`src/hdl/lms_ram.sv`:
```
// Synchronous RAM, one write port and two registered read ports.
// A read of the entry written in the same cycle returns the new data.
`default_nettype none

module lms_ram #(
   parameter int ADDR_W = 6,
   parameter int DATA_W = 32
) (
   input  wire logic              clock,
   input  wire logic              we,
   input  wire logic [ADDR_W-1:0] wr_addr,
   input  wire logic [DATA_W-1:0] wr_data,
   input  wire logic [ADDR_W-1:0] rd_addr_a,
   input  wire logic [ADDR_W-1:0] rd_addr_b,
   output logic      [DATA_W-1:0] rd_data_a,
   output logic      [DATA_W-1:0] rd_data_b
);

   logic [DATA_W-1:0] mem [2**ADDR_W];

   // Write port
   always_ff @(posedge clock) begin
      if (we) begin
         mem[wr_addr] <= wr_data;
      end
   end

   // Read ports with write-through forwarding
   always_ff @(posedge clock) begin
      rd_data_a <= (we && (wr_addr == rd_addr_a)) ? wr_data : mem[rd_addr_a];
      rd_data_b <= (we && (wr_addr == rd_addr_b)) ? wr_data : mem[rd_addr_b];
   end

endmodule : lms_ram

`default_nettype wire

```
`config.mk`:
```
export PLATFORM = sky130hd
export DESIGN_NAME = lms_ram
export DESIGN_NICKNAME = d
export VERILOG_FILES = /design/src/hdl/lms_ram.sv
export SDC_FILE = /design/constraint.sdc
export NUM_CORES = 2
export LEC_CHECK = 0
export BUFFER_PORTS_ARGS = -buffer_cell sky130_fd_sc_hd__buf_2
export CORE_UTILIZATION = 31
export DETAILED_ROUTE_END_ITERATION = 7
export SYNTH_ARGS = -nofsm -noshare
export SYNTH_HDL_FRONTEND = slang
export SYNTH_SLANG_ARGS = --single-unit
```
`constraint.sdc`:
```
create_clock -name clock -period 3.35 [get_ports clock]
set_clock_uncertainty 0.1 [all_clocks]
set_input_delay 0.1675 -clock clock [delete_from_list [all_inputs] [get_ports clock]]
set_output_delay 0.1675 -clock clock [all_outputs]
set_load 0.02 [all_outputs]
```
Word level (Yosys, flattened, before mapping)
Memories as Yosys holds them, arrays and structs flattened. A register that Yosys moved wholly into a read port is not among the register bits.
Cells that the tools add are included.
{"block": "word_totals", "register_bits": 0, "mem_bits_rw": 2048, "memories": 1}
{"memory": "mem", "depth": 64, "width": 32, "rd": 2, "rd_clocked_by_memory_dff": 2, "write_ports": 1, "line_no": "19", "source": "logic [DATA_W-1:0] mem [2**ADDR_W];"}
{"block": "classes", "muxes": 2}
{"cell": "two-way mux 1 bit", "count": 2}

Logic depth before layout (Yosys ltp)
{"block": "depth", "depth_word": 2, "depth_mapped": 10, "ltp_nobuf": 5}

Worst setup path before layout
OpenSTA, ideal clock, no wires.
{"block": "synth_timing", "path_type": "input port to flip-flop", "from": "in wr_addr[3]", "to": "mem mem[48][0], enable pin", "arrival_ns": 2.897, "required_ns": 2.789, "slack_ns": -0.108, "path_stages": 4, "path_buffers": 1, "path_cell_list": "clkbuf_1 -> nor2b_1 -> nand4b_1 -> nor3_1"}
{"element": "start: declaration", "line_no": "11", "source": "input wire logic [ADDR_W-1:0] wr_addr,"}
{"element": "end: declaration", "line_no": "19"}
No word-level cell before the write port.

==> reports/results.ini <==
[outcome]
status=complete, but fails checks
failed_checks=setup timing

[pwr]
power_density_nw_per_um2=492
peakVddDrop_v=0.000589
power_mw=58.4
p_leak_nw=37.8

[cts]
cts_max_path_buffers=3
clk_pin_slew_ns=0.06
cts_made_buffers=206
cts_tree=done
h-tree-depth=4
root_buffer=clkbuf_16
clock_sinks=2060

[sta]
whs_ns=0.0319
fin_ws_ns=-0.502
relSlewSlack_pct=14.2
drv_slew=0
final_hold_viol_count=0
setup_viol=64
tightest_slew_ns=1.29
min_period_ns=3.85
fin_crit_sh_pct=115
rsz0062_at_grt=yes
fmax_mhz=260

[floorplan]
floorplan.die_area_sq_um=307000
io_pins=116
core_area_sq_um=303000
die-height_microns=554
die_w_microns=554
std_cell_rows=202
start_util_pct=31.2

[finish]
area_delta_synth_final_pct=25.5
n_fill_cell=26800
top_regs=mem (2048)
final_core_util_pct=39.2
finalNonFillerCells=9282
final_cell_mix=2048 x edfxtp_1, 1124 x mux4_2, 361 x buf_4, 230 x clkbuf_16, 194 x buf_12
drive_above_1_share_pct=50.1
regMostFlops=mem
mostFrequentLayoutCell=edfxtp_1
largest_reg_flops=2048
nets=5185

[routing]
vias=55400
first_pass_iters=5
vias_per_cell=5.97
ant_nets=0
routed_wl_microns=330000
wire_per_inst_microns=35.6
drcViolationCount=0
drt_iter0_drc=7087

[synthesis]
syn_inst=4360
ys_warn_count=0
syn_area_sq_um=94600
synth-seq-cells=2060
yosysUniqueCellTypes=38
synth-seq-area-share_pct=65.2
syn_area_per_cell_sq_um=21.7
syn_nets=4412

[grt]
met3_usage_pct=4.51
grt_busiest_layer=met2
grt_antenna_before_repair=21
met2_usage_pct=34.1
grt-ovfl-total=0
grt_util_all_layers_pct=20.9
use_met1_pct=27.6
grt_pass1_vias=55200
grt_pass1_wl_microns=449000
grt_max_degree=65

[place]
dpl.hpwl_microns=198000
dp.cells=8575
place_congestion=0.823
io_buffers=115
place_ws_ns=-0.227

[critical_path]
path_class=reg -> out
start_kind=flip-flop
crit_required_ns=3.08
crit_arrival_ns=3.58
critPathMaxFanout=5
endpoint_kind=primary output

[flow_run]
maxCapViolCount=0

[worst_hold_path]
hp-class=in -> reg

## per-stage QoR
stage	setup TNS, ns	instance area (sq um)
final	-21.45	119000
after global routing	-25.49	119000
after CTS	-25.78	117000
after detailed placement	-0.338	104000
after global placement	-0.380	104000
after floorplan	0	94600
## cell type report
type / count / area (sq um) / area share, %
antenna: 4 / 10.0 / 0.00843
clock buffer: 250 / 5380 / 4.53
clock inverter: 125 / 1220 / 1.02
inverter: 1 / 3.75 / 0.00316
multi-input combinational: 1952 / 33400 / 28.2
sequential: 2060 / 61800 / 52.0
tap: 3978 / 4980 / 4.19
timing repair buffer: 912 / 12000 / 10.1
## final timing paths
kind   startpoint             to  slack, ns  cells after the start
max     flip-flop  rd_data_b[24]      -0.50                     11
min   wr_data[13]     mem[7][13]       0.03                      1
## worst max-delay path: stages (launching register included)
cell	delay [ns]
dfxtp_4	0.37
buf_12	0.13
buf_12	0.14
buf_16	0.14
buf_12	0.13
mux4_2	0.33
mux2i_1	0.09
a211oi_1	0.44
buf_4	0.27
o22ai_2	0.12
a21oi_4	0.36
buf_6	0.18
## what timing repair did
item                                    4_1_cts  5_1_grt
gates cloned                                 50       24
hold buffers                                 41        0
resized for setup                           531      258
pin swaps                                    74       97
hold endpoints to repair                    724        0
buffers inserted                            157      102
endpoints found under the setup margin       64       64
## per-layer routing
metal  part of all wire, %  up-vias
met5                 0.017        -
met4                   3.9        8
met3                   9.9      623
met2                    48     3398
met1                    38    30400
li1                      -    21000
## Yosys cell counts
| cell | n | share of area, % |
|---|---|---|
| nor3_1 | 3 | 0.016 |
| nand4_1 | 2 | 0.013 |
| nand2_1 | 93 | 0.37 |
| mux2i_1 | 204 | 2.2 |
| a32oi_1 | 9 | 0.083 |
| buf_2 | 121 | 0.64 |
| o41ai_1 | 1 | 0.0093 |
| clkbuf_1 | 135 | 0.54 |
| o21ai_1 | 31 | 0.16 |
| o211a_1 | 1 | 0.011 |
| o21ai_0 | 18 | 0.095 |
| buf_6 | 11 | 0.13 |
| nor2b_1 | 19 | 0.13 |
| a21oi_1 | 58 | 0.31 |
| mux2_2 | 36 | 0.43 |
| edfxtp_1 | 2048 | 65 |
| o32a_1 | 9 | 0.095 |
| inv_2 | 1 | 0.0040 |
| a21boi_1 | 1 | 0.0079 |
| a211oi_1 | 15 | 0.12 |
| mux4_2 | 1124 | 27 |
| or3b_2 | 2 | 0.019 |
| or2_2 | 3 | 0.020 |
| or3_1 | 2 | 0.013 |
| nand2b_1 | 8 | 0.053 |
| buf_4 | 55 | 0.44 |
| a22oi_1 | 85 | 0.67 |
| nand4b_1 | 1 | 0.0093 |
| buf_1 | 25 | 0.099 |
| dfxtp_1 | 12 | 0.25 |
| and2_1 | 6 | 0.040 |
| a221oi_1 | 13 | 0.12 |
| o22ai_1 | 56 | 0.37 |
| nand3_1 | 9 | 0.048 |
| o221ai_1 | 16 | 0.15 |
| nand3b_1 | 6 | 0.048 |
| o211ai_1 | 27 | 0.21 |
| nor2_1 | 94 | 0.37 |
## cells by family after synthesis
group | count (synthesis) | synth area share (%)
buffers and inverters | 348 | 1.85
flip-flops | 2060 | 65.2
AND/OR/NAND/NOR | 248 | 1.15
AO/OA/AOI/OAI | 340 | 2.42
multiplexers | 1364 | 29.3
## report_power, final
part	switching [mW]	total (mW)	internal [mW]
combinational	3.61	6.76	3.15
sequential	0.109	28.6	28.5
clock	10.0	23.0	13.0
total	13.8	58.4	44.6
Power figures use the tool's default switching activity.
